File: src/rtl/tlca_ram.sv
// single port synchronous ram with registered read data
// no dependencies
module tlca_ram #(
    parameter int Width = 8,
    parameter int AddrW = 4
) (
    input  logic             i_clk,
    input  logic             i_we,
    input  logic [AddrW-1:0] i_addr,
    input  logic [Width-1:0] i_wdata,
    output logic [Width-1:0] o_rdata
);
    logic [Width-1:0] r_mem [2**AddrW];
    logic [Width-1:0] r_rdata;

    always_ff @(posedge i_clk) begin
        if (i_we) r_mem[i_addr] <= i_wdata;
        r_rdata <= r_mem[i_addr];
    end
    assign o_rdata = r_rdata;
endmodule

File: config.mk
export PLATFORM = sky130hd
export DESIGN_NAME = tlca_ram
export DESIGN_NICKNAME = d
export VERILOG_FILES = /design/src/rtl/tlca_ram.sv
export SDC_FILE = /design/constraint.sdc
export NUM_CORES = 1
export LEC_CHECK = 0
export ABC_CLOCK_PERIOD_IN_PS = 2100
export BUFFER_PORTS_ARGS = -buffer_cell sky130_fd_sc_hd__buf_2
export CORE_MARGIN = 2
export CORE_UTILIZATION = 60
export DETAILED_ROUTE_END_ITERATION = 12
export PLACE_DENSITY = 0.8
export SYNTH_ARGS = -nofsm -noshare
export SYNTH_HDL_FRONTEND = slang
export SYNTH_SLANG_ARGS = --single-unit
File: constraint.sdc
create_clock -name i_clk -period 2.1 [get_ports i_clk]
set_input_delay 0.105 -clock i_clk [delete_from_list [all_inputs] [get_ports i_clk]]
set_output_delay 0.105 -clock i_clk [all_outputs]
set_load 0.05 [all_outputs]
==> impl_table.tex, run 1 <==
\begin{tabular}{lr}
\hline
Metric & Value \\
\hline
\multicolumn{2}{l}{\textbf{Status}} \\
\quad Result of the run & finished, final reports clean \\
\multicolumn{2}{l}{\textbf{Routing}} \\
\quad Vias & 2433 \\
\quad Iteration-0 DRC count of the detailed router & approximately 360 \\
\quad Drc violations & 0 \\
\quad Post-Route WL & 9.30 mm \\
\quad Number of nets with antenna violations after detailed routing & 0 \\
\quad Routed wire length per instance & approximately 23 um \\
\quad Post-DR vias/cell & approximately 6 \\
\quad DR pass1 iterations & 5 \\
\multicolumn{2}{l}{\textbf{Logic synthesis}} \\
\quad Number of flops mapped to enable cells by yosys & 128 \\
\quad Fraction of the yosys area taken by sequential cells & 0.790 \\
\quad Share of the synthesized area in the top cell type & 0.759 \\
\quad Most instantiated cells after synthesis & 128 x sky130\_fd\_sc\_hd\_\_edfxtp\_1, 32 x sky130\_fd\_sc\_hd\_\_mux4\_2, 16 x sky130\_fd\_sc\_hd\_\_a22oi\_1 \\
\quad Yosys warnings & 0 \\
\quad Count of different cell masters after synthesis & 18 \\
\quad Mean post-synth cell area & roughly 22 um2 \\
\quad Post-synth top area cell & sky130\_fd\_sc\_hd\_\_edfxtp\_1 \\
\quad Synth async-reset ratio & 0 \\
\quad Most used standard cell by instance count after synthesis & sky130\_fd\_sc\_hd\_\_edfxtp\_1 \\
\quad Post-Syn Area & 5070 um2 \\
\quad Cells taking the most area after synthesis & sky130\_fd\_sc\_hd\_\_edfxtp\_1 76\%, sky130\_fd\_sc\_hd\_\_mux4\_2 14\%, sky130\_fd\_sc\_hd\_\_dfxtp\_1 3.2\% \\
\quad Number of storage elements in the synthesis netlist & between 100 and 150 \\
\quad Flip-flop cell with the highest count after synthesis & sky130\_fd\_sc\_hd\_\_edfxtp\_1 \\
\quad Total nets after synthesis & approximately 240 \\
\quad Synthesized instance count & 230 \\
\multicolumn{2}{l}{\textbf{Worst setup path}} \\
\quad Delay of the slowest critical-path stage & roughly 0.48 ns \\
\quad Arrival time of the worst setup path & 1.78 ns \\
\quad Largest fanout on the critical path & 1 \\
\quad Slowest stage cell, crit path & sky130\_fd\_sc\_hd\_\_mux4\_2 \\
\quad Data required time at the worst endpoint & about 2.5 ns \\
\quad Launching element type of the critical path & flip-flop \\
\quad Critical path class & reg2reg \\
\quad Kind of end point of the critical path & flip-flop \\
\quad Cell-by-cell listing of the critical path & mux4\_2 > a22oi\_1 > nand2\_1 \\
\multicolumn{2}{l}{\textbf{Die}} \\
\quad IO Pins & 22 \\
\quad Core outline area & approximately 8200 um2 \\
\quad Initial Util & 0.617 \\
\quad Width of the chip & around 96 um \\
\quad Row Count & 33 \\
\quad Chip height & 95.9 um \\
\quad Die outline area & roughly 9000 um2 \\
\multicolumn{2}{l}{\textbf{Finish}} \\
\quad Area added between synthesis and finish & 19.7\% \\
\quad Number of nets in the layout & between 300 and 400 \\
\quad Number of antenna diodes & 0 \\
\quad Number of standard cells in the final layout excluding fillers & 405 \\
\quad Proportion of layout cells with a drive suffix above 1 & 0.340 \\
\multicolumn{2}{l}{\textbf{Place}} \\
\quad Routability Congestion & 0.765 \\
\quad Instance count after placement with tap cells included & 365 \\
\quad Setup slack at placement & between 0.4 and 0.5 ns \\
\quad Detailed placement HPWL & about 6 mm \\
\quad Number of buffers added on ports & 21 \\
\multicolumn{2}{l}{\textbf{Timing}} \\
\quad Final setup violating endpoints & 0 \\
\quad Final clock skew & 0.00697 ns \\
\quad Worst Setup Slack, final & 0.707 ns \\
\quad Worst slew margin relative to its limit & 0.573 \\
\quad Count of endpoints failing hold in the final timing report & 0 \\
\quad Slew at the pin closest to its max-slew limit & between 0.6 and 0.7 ns \\
\quad Setup repair after global routing missed its margin & false \\
\quad Period utilization & 0.663 \\
\quad Final min period & approximately 1.4 ns \\
\quad Hold slack & around 0.17 ns \\
\quad Total count of max-transition violations in the final report & 0 \\
\quad TNS Setup & 0 ns \\
\quad Highest clock rate & slightly above 700 MHz \\
\multicolumn{2}{l}{\textbf{Clocking}} \\
\quad CTS tree & yes \\
\quad Post-CTS Setup Inserts & 0 \\
\quad Largest buffer count on any clock path & 2 \\
\quad Clock tree sinks & 136 \\
\quad Cell chosen for the clock root & sky130\_fd\_sc\_hd\_\_clkbuf\_8 \\
\quad Clock-pin slew of the registers on the worst-case setup and hold paths & around 0.060 ns \\
\quad Number of buffers created by CTS & 17 \\
\quad Clk Latency, worst-skew pair & 0.51 ns \\
\quad Htree depth & 4 \\
\multicolumn{2}{l}{\textbf{GRT}} \\
\quad Vias in the first global route & roughly 2500 \\
\quad Global Route Usage Sum & 0.231 \\
\quad Antenna violations before repair & 0 \\
\quad Largest net degree at the start of global routing & 27 \\
\quad Leftover overflow at the end of global routing & 0 \\
\quad Wire length of the first global-routing pass & $\sim$14 mm \\
\multicolumn{2}{l}{\textbf{Power}} \\
\quad Total leakage power & $\sim$0.0020 uW \\
\quad Worst ir drop on vdd & 0.590 mV \\
\quad Power density of the placed cells & roughly 1000 nW/um2 \\
\quad Total power & between 6000 and 7000 uW \\
\multicolumn{2}{l}{\textbf{Hold path}} \\
\quad Class of the worst hold path & in2reg \\
\multicolumn{2}{l}{\textbf{Flow run}} \\
\quad Max capacitance violation total & 0 \\
\hline
\end{tabular}
-- routing by layer --
metal | part of all wire | up-vias | wire [um] | track usage
met5 | 0 | - | 0 | 0
met4 | 0.0094 | 0 | 87 | 0.0833
met3 | 0.061 | 10 | 565 | 0.0752
met2 | 0.53 | 102 | 4960 | 0.379
met1 | 0.40 | 1248 | 3690 | 0.292
li1 | - | 1073 | - | -
-- layout make-up --
cell class,count,area [um2]
Clock inverter,12,130
Sequential cell,136,4000
Fill cell,435,2150
Timing Repair Buffer,49,373
Tap cell,105,131
Multi-Input combinational cell,83,1000
Clock buffer,20,425
-- state kept, by name, summed over array words and instances, names as in the netlist --
name	cells
r_mem	128
o_rdata	8
-- worst max-delay path: cells and delay by family (launching register included) --
family,cells,cell delay [ns]
AOI/OAI and AO/OA,1,0.32
DFF,1,0.38
muxes,1,0.48
and+or+nand+nor,1,0.10
-- path summary, 6_finish.rpt --
kind	startpoint	endpoint	slack, ns	cells past startpoint
max	r_mem[0][0]$_DFFE_PP_	o_rdata[0]$_DFF_P_	0.71	3
min	i_we	r_mem[14][6]$_DFFE_PP_	0.17	3
max reg2reg	r_mem[0][0]$_DFFE_PP_	o_rdata[0]$_DFF_P_	0.71	3
min reg2reg	r_mem[12][2]$_DFFE_PP_	o_rdata[2]$_DFF_P_	0.67	3
-- layout by cell type (no fill, tap or decap), drive strengths merged --
cell / Yosys / layout
edfxtp: 128 / 128
buf: 8 / 41
mux4: 32 / 32
clkbuf: 3 / 20
a22oi: 16 / 16
nor2: 13 / 13
nand2: 9 / 9
clkinv: 0 / 9
dlygate4sd3: 0 / 8
dfxtp: 8 / 8
nor3: 4 / 4
nor2b: 2 / 2
nand3b: 2 / 2
nand2b: 2 / 2
bufinv: 0 / 2
and2: 1 / 1
nand3: 1 / 1
or3b: 1 / 1
clkinvlp: 0 / 1
-- power breakdown --
group | switching, uW | internal [uW]
registers | 17.3 | 3040
logic | 222 | 135
clock network | 1050 | 1680
-- logic make-up (layout without fill, tap and decap cells) --
kind of cell / after synthesis / after routing / synth area share
flip-flops: 136 / 136 / 0.790
AND/OR/NAND/NOR: 35 / 35 / 0.0321
multiplexers: 32 / 32 / 0.142
AO/OA/AOI/OAI: 16 / 16 / 0.0237
buffers and inverters: 11 / 81 / 0.0119
-- metrics by stage --
| stage | utilization | instance area [um2] |
|---|---|---|
| 6_report | 0.738 | 6070 |
| 3_3_place_gp | 0.661 | 5430 |
| 3_5_place_dp | 0.661 | 5430 |
| 5_1_grt | 0.738 | 6070 |
| 4_1_cts | 0.738 | 6070 |
| 2_1_floorplan | - | 5070 |
-- what timing repair did --
action,in CTS,in global routing
hold endpoints to repair,128,0
resized for setup,0,0
hold buffers,8,0
setup endpoints to repair,0,0
(Power assumes the default switching activity.)
==> run 2: changes to the inputs <==
ABC_CLOCK_PERIOD_IN_PS = 1400   (was 2100)
clock period = 1.4 ns   (was 2.1 ns; I/O delays follow)
==> impl_table.tex, run 2 (synthesized netlist as in run 1, its figures left out) <==
\begin{tabular}{lr}
\hline
Metric & Value \\
\hline
\multicolumn{2}{l}{\textbf{Status}} \\
\quad Result of the run & finished, final reports clean \\
\multicolumn{2}{l}{\textbf{Worst setup path}} \\
\quad Setup slack of the most critical reg-to-reg path & $\sim$0.017 ns \\
\quad Reg2Reg Launch Point & r\_mem[11][1]\$\_DFFE\_PP\_ \\
\quad Slowest stage cell, crit path & sky130\_fd\_sc\_hd\_\_mux4\_2 \\
\quad Cell-by-cell listing of the critical path & mux4\_2 > a22oi\_1 > nand2\_1 \\
\quad Critical path class & reg2reg \\
\quad End of the worst register-to-register path & o\_rdata[1]\$\_DFF\_P\_ \\
\quad Delay of the slowest critical-path stage & about 0.47 ns \\
\quad Cells on worst reg2reg path & 3 \\
\quad Data required time at the worst endpoint & 1.78 ns \\
\quad Launching element type of the critical path & flip-flop \\
\quad Arrival time of the worst setup path & roughly 1.8 ns \\
\quad Kind of end point of the critical path & flip-flop \\
\quad Largest fanout on the critical path & 1 \\
\multicolumn{2}{l}{\textbf{GRT}} \\
\quad Global Route Usage Sum & 0.260 \\
\quad Wire length of the first global-routing pass & about 16 mm \\
\quad Layer with the highest usage & met2 \\
\quad Leftover overflow at the end of global routing & 0 \\
\quad Vias in the first global route & 2703 \\
\quad Largest net degree at the start of global routing & 19 \\
\quad Met1 usage & 0.341 \\
\quad Antenna violations before repair & 0 \\
\quad GR Layer Usage met3 & 0.0603 \\
\quad GR Util met2 & 0.425 \\
\multicolumn{2}{l}{\textbf{Routing}} \\
\quad Drc violations & 0 \\
\quad Vias & between 2000 and 3000 \\
\quad DR pass1 iterations & 5 \\
\quad Post-DR vias/cell & just over 6 \\
\quad Routed wire length per instance & between 20 and 30 um \\
\quad Iteration-0 DRC count of the detailed router & 286 \\
\quad Number of nets with antenna violations after detailed routing & 0 \\
\quad Post-Route WL & approximately 11 mm \\
\multicolumn{2}{l}{\textbf{Finish}} \\
\quad Proportion of layout cells with a drive suffix above 1 & 0.399 \\
\quad Leading cell types in the layout, fill and taps excluded & 128 x sky130\_fd\_sc\_hd\_\_edfxtp\_1, 32 x sky130\_fd\_sc\_hd\_\_mux4\_2, 25 x sky130\_fd\_sc\_hd\_\_buf\_4 \\
\quad Non-Filler Cell Area, Final & 6280 um2 \\
\quad Filler cell count in the final layout & a little over 400 \\
\quad Largest register FFs & 128 \\
\quad Register with the most flip-flops & r\_mem \\
\quad Commonest non-fill, non-tap cell in the layout & sky130\_fd\_sc\_hd\_\_edfxtp\_1 \\
\quad Area added between synthesis and finish & 24.0\% \\
\quad Number of nets in the layout & around 310 \\
\quad Number of antenna diodes & 0 \\
\multicolumn{2}{l}{\textbf{Timing}} \\
\quad Final clock skew & about 0.010 ns \\
\quad Worst slew margin relative to its limit & 0.499 \\
\quad Period utilization & 0.988 \\
\quad Hold slack & $\sim$0.21 ns \\
\quad Final setup violating endpoints & 0 \\
\quad Highest clock rate & between 700 and 800 MHz \\
\quad Final min period & 1.38 ns \\
\quad Count of endpoints failing hold in the final timing report & 0 \\
\quad Total count of max-transition violations in the final report & 0 \\
\quad Slew at the pin closest to its max-slew limit & 0.750 ns \\
\multicolumn{2}{l}{\textbf{Flow run}} \\
\quad Max capacitance violation total & 0 \\
\multicolumn{2}{l}{\textbf{Die}} \\
\quad IO Pins & 22 \\
\quad Initial Util & 0.617 \\
\quad Chip height & 95.9 um \\
\quad Width of the chip & between 90 and 100 um \\
\quad Die outline area & approximately 9200 um2 \\
\quad Core outline area & 8220 um2 \\
\quad Row Count & 33 \\
\multicolumn{2}{l}{\textbf{Power}} \\
\quad Fraction of power spent switching nets & 0.208 \\
\quad Power density of the placed cells & around 1600 nW/um2 \\
\quad Net switching power & between 2000 and 2500 uW \\
\quad Clock group share of total power & 0.472 \\
\quad Worst ir drop on vdd & 1.33 mV \\
\quad Combinational power share & 0.059 \\
\quad Total power & 9780 uW \\
\quad Cell-internal power & just under 8000 uW \\
\quad Share of total power in sequential cells & 0.469 \\
\quad Total leakage power & about 0.0021 uW \\
\multicolumn{2}{l}{\textbf{Place}} \\
\quad Number of buffers added on ports & 21 \\
\quad Instance area after placement & 5570 um2 \\
\quad Detailed placement HPWL & approximately 6 mm \\
\quad Routability Congestion & between 0.8 and 0.9 \\
\multicolumn{2}{l}{\textbf{Clocking}} \\
\quad Cell chosen for the clock root & sky130\_fd\_sc\_hd\_\_clkbuf\_8 \\
\quad Post-CTS Setup Inserts & 0 \\
\quad Clk Latency, worst-skew pair & 0.51 ns \\
\quad Htree depth & 4 \\
\quad Number of buffers created by CTS & 17 \\
\quad Largest buffer count on any clock path & 2 \\
\quad CTS tree & yes \\
\quad Clock-pin slew of the registers on the worst-case setup and hold paths & roughly 0.060 ns \\
\quad Clock tree sinks & about 140 \\
\multicolumn{2}{l}{\textbf{Hold path}} \\
\quad Min-Delay Path Depth & 4 \\
\quad Hold Crit Endpoint & o\_rdata[6]\$\_DFF\_P\_ \\
\quad Start point of the worst hold path & i\_addr[1] \\
\quad Class of the worst hold path & in2reg \\
\hline
\end{tabular}
-- run 2: worst max path at each step --
stage	startpoint	to	slack (ns)	cells past startpoint
after detailed placement	i_addr[0]	o_rdata[2]$_DFF_P_	-0.07	6
after floorplan	i_addr[1]	r_mem[12][0]$_DFFE_PP_	-0.11	3
after CTS	r_mem[11][1]$_DFFE_PP_	o_rdata[1]$_DFF_P_	0.02	3
after global placement	i_addr[0]	o_rdata[2]$_DFF_P_	-0.07	6
final	r_mem[11][1]$_DFFE_PP_	o_rdata[1]$_DFF_P_	0.02	3
after global routing	r_mem[2][7]$_DFFE_PP_	o_rdata[7]$_DFF_P_	-0.01	3
-- run 2: final cells by class --
cell class              instances  area [um2]  share of cell area
clock buffers                  19         432              0.0687
clock inverters                13         191              0.0305
multi-input cells              83        1030               0.164
flip-flops and latches        136        4000               0.637
well taps                     105         131              0.0209
repair buffers                 60         493              0.0785
-- run 2: power by group through the flow --
stage	Sequential [uW]	Combinational [uW]	Clock (uW)
after floorplan	4750	238	0
after global placement	4660	536	0
after detailed placement	4660	550	0
after CTS	4580	581	4670
after global routing	4590	620	4830
final	4580	582	4610
-- run 2: repair_timing --
item	4_1_cts	5_1_grt
resized for setup	0	2
setup endpoints to repair	0	2
hold buffers	8	0
hold endpoints to repair	128	0
-- run 2: critical path: cells and delay by family, from the launching register on --
| kind | cells | cell delay (ns) |
|---|---|---|
| flip-flops | 1 | 0.36 |
| multiplexers | 1 | 0.47 |
| AO/OA/AOI/OAI | 1 | 0.32 |
| AND/OR/NAND/NOR | 1 | 0.11 |
-- run 2: through the flow --
step	utilization	worst slack (ns)	instances	TNS (ns)
final	0.765	0.0171	416	0
after global routing	0.765	-0.0131	416	-0.0131
after CTS	0.763	0.0233	416	0
after detailed placement	0.678	-0.0710	376	-0.266
after global placement	0.678	-0.0672	376	-0.190
after floorplan	-	-0.108	230	-8.06
-- run 2: routing by layer --
metal	wire length, um	vias up	share of wire
li1	-	1099	-
met1	4110	1349	0.39
met2	5680	123	0.54
met3	569	16	0.054
met4	176	0	0.017
met5	0	-	0
==> run 3: changes to the inputs <==
CORE_UTILIZATION = 63   (was 60)
CTS_BUF_LIST = sky130_fd_sc_hd__clkbuf_8   (was not set)
PLACE_DENSITY = 0.83   (was 0.8)
==> impl_table.tex, run 3 (synthesized netlist as in run 1, its figures left out) <==
\begin{tabular}{lr}
\hline
Metric & Value \\
\hline
\multicolumn{2}{l}{\textbf{Clocking}} \\
\quad Clock tree sinks & $\sim$140 \\
\quad Cell chosen for the clock root & sky130\_fd\_sc\_hd\_\_clkbuf\_8 \\
\quad Clk Latency, worst-skew pair & roughly 0.45 ns \\
\quad Post-CTS Setup Inserts & 0 \\
\quad Htree depth & 4 \\
\quad Number of buffers created by CTS & 17 \\
\quad Clock-pin slew of the registers on the worst-case setup and hold paths & roughly 0.070 ns \\
\quad CTS tree & yes \\
\quad Largest buffer count on any clock path & 2 \\
\multicolumn{2}{l}{\textbf{Power}} \\
\quad Worst ir drop on vdd & between 1.5 and 2 mV \\
\quad Total leakage power & approximately 0.0021 uW \\
\quad Power density of the placed cells & between 1000 and 1500 nW/um2 \\
\quad Total power & around 9200 uW \\
\multicolumn{2}{l}{\textbf{Place}} \\
\quad Instance count after placement with tap cells included & roughly 380 \\
\quad Number of buffers added on ports & 21 \\
\quad Routability Congestion & just over 0.8 \\
\quad Detailed placement HPWL & $\sim$6.6 mm \\
\multicolumn{2}{l}{\textbf{Hold path}} \\
\quad Class of the worst hold path & in2reg \\
\quad Hold Crit Endpoint & r\_mem[4][5]\$\_DFFE\_PP\_ \\
\quad Start point of the worst hold path & i\_wdata[5] \\
\quad Min-Delay Path Depth & 1 \\
\multicolumn{2}{l}{\textbf{Worst setup path}} \\
\quad Kind of end point of the critical path & flip-flop \\
\quad Reg2Reg Launch Point & r\_mem[0][0]\$\_DFFE\_PP\_ \\
\quad Largest fanout on the critical path & 1 \\
\quad Arrival time of the worst setup path & 1.73 ns \\
\quad Setup slack of the most critical reg-to-reg path & -0.007 ns \\
\quad Launching element type of the critical path & flip-flop \\
\quad Cells on worst reg2reg path & 3 \\
\quad Slowest stage cell, crit path & sky130\_fd\_sc\_hd\_\_mux4\_2 \\
\quad Critical path class & reg2reg \\
\quad End of the worst register-to-register path & o\_rdata[0]\$\_DFF\_P\_ \\
\quad Delay of the slowest critical-path stage & approximately 0.47 ns \\
\quad Data required time at the worst endpoint & approximately 1.7 ns \\
\quad Cell-by-cell listing of the critical path & mux4\_2 > a22oi\_1 > nand2\_1 \\
\multicolumn{2}{l}{\textbf{Die}} \\
\quad Initial Util & 0.652 \\
\quad Core outline area & slightly below 8000 um2 \\
\quad Chip height & about 94 um \\
\quad Die outline area & 8780 um2 \\
\quad Row Count & 32 \\
\quad IO Pins & 22 \\
\quad Width of the chip & approximately 94 um \\
\multicolumn{2}{l}{\textbf{Finish}} \\
\quad Number of antenna diodes & 0 \\
\quad Number of nets in the layout & 312 \\
\quad Area added between synthesis and finish & 22.2\% \\
\quad Filler cell count in the final layout & 370 \\
\quad Largest register FFs & about 130 \\
\quad Proportion of layout cells with a drive suffix above 1 & 0.428 \\
\quad Number of standard cells in the final layout excluding fillers & just over 400 \\
\quad Commonest non-fill, non-tap cell in the layout & sky130\_fd\_sc\_hd\_\_edfxtp\_1 \\
\quad Leading cell types in the layout, fill and taps excluded & 128 x sky130\_fd\_sc\_hd\_\_edfxtp\_1, 32 x sky130\_fd\_sc\_hd\_\_mux4\_2, 29 x sky130\_fd\_sc\_hd\_\_buf\_4 \\
\quad Register with the most flip-flops & r\_mem \\
\multicolumn{2}{l}{\textbf{GRT}} \\
\quad Global Route Usage Sum & 0.272 \\
\quad Leftover overflow at the end of global routing & 0 \\
\quad Largest net degree at the start of global routing & 17 \\
\quad Wire length of the first global-routing pass & roughly 16 mm \\
\quad Antenna violations before repair & 0 \\
\quad Vias in the first global route & 2811 \\
\multicolumn{2}{l}{\textbf{Timing}} \\
\quad Total count of max-transition violations in the final report & 0 \\
\quad Period utilization & 1.00 \\
\quad Count of endpoints failing hold in the final timing report & 0 \\
\quad Worst slew margin relative to its limit & 0.395 \\
\quad Setup repair after global routing missed its margin & false \\
\quad Final min period & approximately 1.4 ns \\
\quad Worst Setup Slack, final & -0.00660 ns \\
\quad Highest clock rate & $\sim$710 MHz \\
\quad Slew at the pin closest to its max-slew limit & a little over 0.9 ns \\
\quad TNS Setup & -0.00660 ns \\
\quad Final clock skew & between 0.008 and 0.009 ns \\
\quad Final setup violating endpoints & 1 \\
\multicolumn{2}{l}{\textbf{Flow run}} \\
\quad Max capacitance violation total & 0 \\
\multicolumn{2}{l}{\textbf{Routing}} \\
\quad Iteration-0 DRC count of the detailed router & 350 \\
\quad Post-DR vias/cell & 6.34 \\
\quad Drc violations & 0 \\
\quad Routed wire length per instance & approximately 26 um \\
\quad Post-Route WL & 10.6 mm \\
\quad Vias & $\sim$2600 \\
\quad DR pass1 iterations & 4 \\
\quad Number of nets with antenna violations after detailed routing & 0 \\
\multicolumn{2}{l}{\textbf{Status}} \\
\quad Violated checks & negative setup slack \\
\quad Result of the run & finished, violations left \\
\hline
\end{tabular}
-- run 3: changes by cell type in the layout (fill, tap and decap cells not counted) --
cell | previous run | this run
sky130_fd_sc_hd__clkbuf_8 | 2 | 20
sky130_fd_sc_hd__clkbuf_16 | 16 | 0
sky130_fd_sc_hd__dlygate4sd3_1 | 8 | 3
sky130_fd_sc_hd__a22oi_1 | 14 | 10
sky130_fd_sc_hd__a22oi_2 | 2 | 6
sky130_fd_sc_hd__buf_4 | 25 | 29
sky130_fd_sc_hd__bufinv_16 | 4 | 7
sky130_fd_sc_hd__inv_6 | 4 | 1
sky130_fd_sc_hd__clkinvlp_4 | 3 | 1
sky130_fd_sc_hd__buf_12 | 6 | 7
sky130_fd_sc_hd__clkbuf_1 | 1 | 0
sky130_fd_sc_hd__inv_1 | 0 | 1
-- run 3: routing by layer --
metal	part of all wire	vias to the layer above	global-route usage
li1	-	1094	-
met3	0.069	21	0.0594
met4	0.027	0	0.136
met5	0	-	0
met2	0.53	154	0.454
met1	0.37	1350	0.340
-- run 3: layout make-up --
type,count,area [um2],share of cell area
flip-flops and latches,136,4000,0.646
clock inverters,12,244,0.0394
well taps,102,128,0.0206
multi-input cells,83,1050,0.170
clock buffers,20,275,0.0444
repair buffers,60,493,0.0796
-- run 3: worst max-delay path, delay by kind of cell (launching register included) --
kind               cells  cell delay, ns
muxes                  1            0.47
AOI/OAI and AO/OA      1            0.31
DFF                    1            0.40
and+or+nand+nor        1            0.10
-- run 3: metrics by stage --
stage,area [um2],worst slack [ns],hold slack [ns],util
4_1_cts,6180,0.000411,0.00111,0.796
3_5_place_dp,5620,-0.107,0.469,0.723
3_3_place_gp,5620,-0.0710,0.454,0.723
6_report,6190,-0.00660,0.0126,0.798
5_1_grt,6190,0.00271,0.0108,0.798
2_1_floorplan,5080,-0.108,0.169,-
-- run 3: power by group --
| group | internal, uW | leakage (uW) | switching [uW] | total (uW) |
|---|---|---|---|---|
| clock | 2620 | 0.000261 | 1450 | 4070 |
| sequential | 4550 | 0.00122 | 31.9 | 4580 |
| combinational | 230 | 0.000627 | 366 | 596 |
-- run 3: what timing repair did --
item,4_1_cts,5_1_grt
hold buffers,3,0
endpoints found under the hold margin,28,0
endpoints found under the setup margin,4,2
gates resized for setup,4,2
-- run 3: how the worst max path moves through the flow --
stage                          start                     end  slack (ns)
2_1_floorplan              i_addr[1]  r_mem[12][0]$_DFFE_PP_       -0.11
3_3_place_gp               i_addr[0]      o_rdata[5]$_DFF_P_       -0.07
3_5_place_dp               i_addr[0]      o_rdata[2]$_DFF_P_       -0.11
4_1_cts        r_mem[3][4]$_DFFE_PP_      o_rdata[4]$_DFF_P_      0.0004
5_1_grt        r_mem[0][0]$_DFFE_PP_      o_rdata[0]$_DFF_P_       0.003
6_report       r_mem[0][0]$_DFFE_PP_      o_rdata[0]$_DFF_P_      -0.007
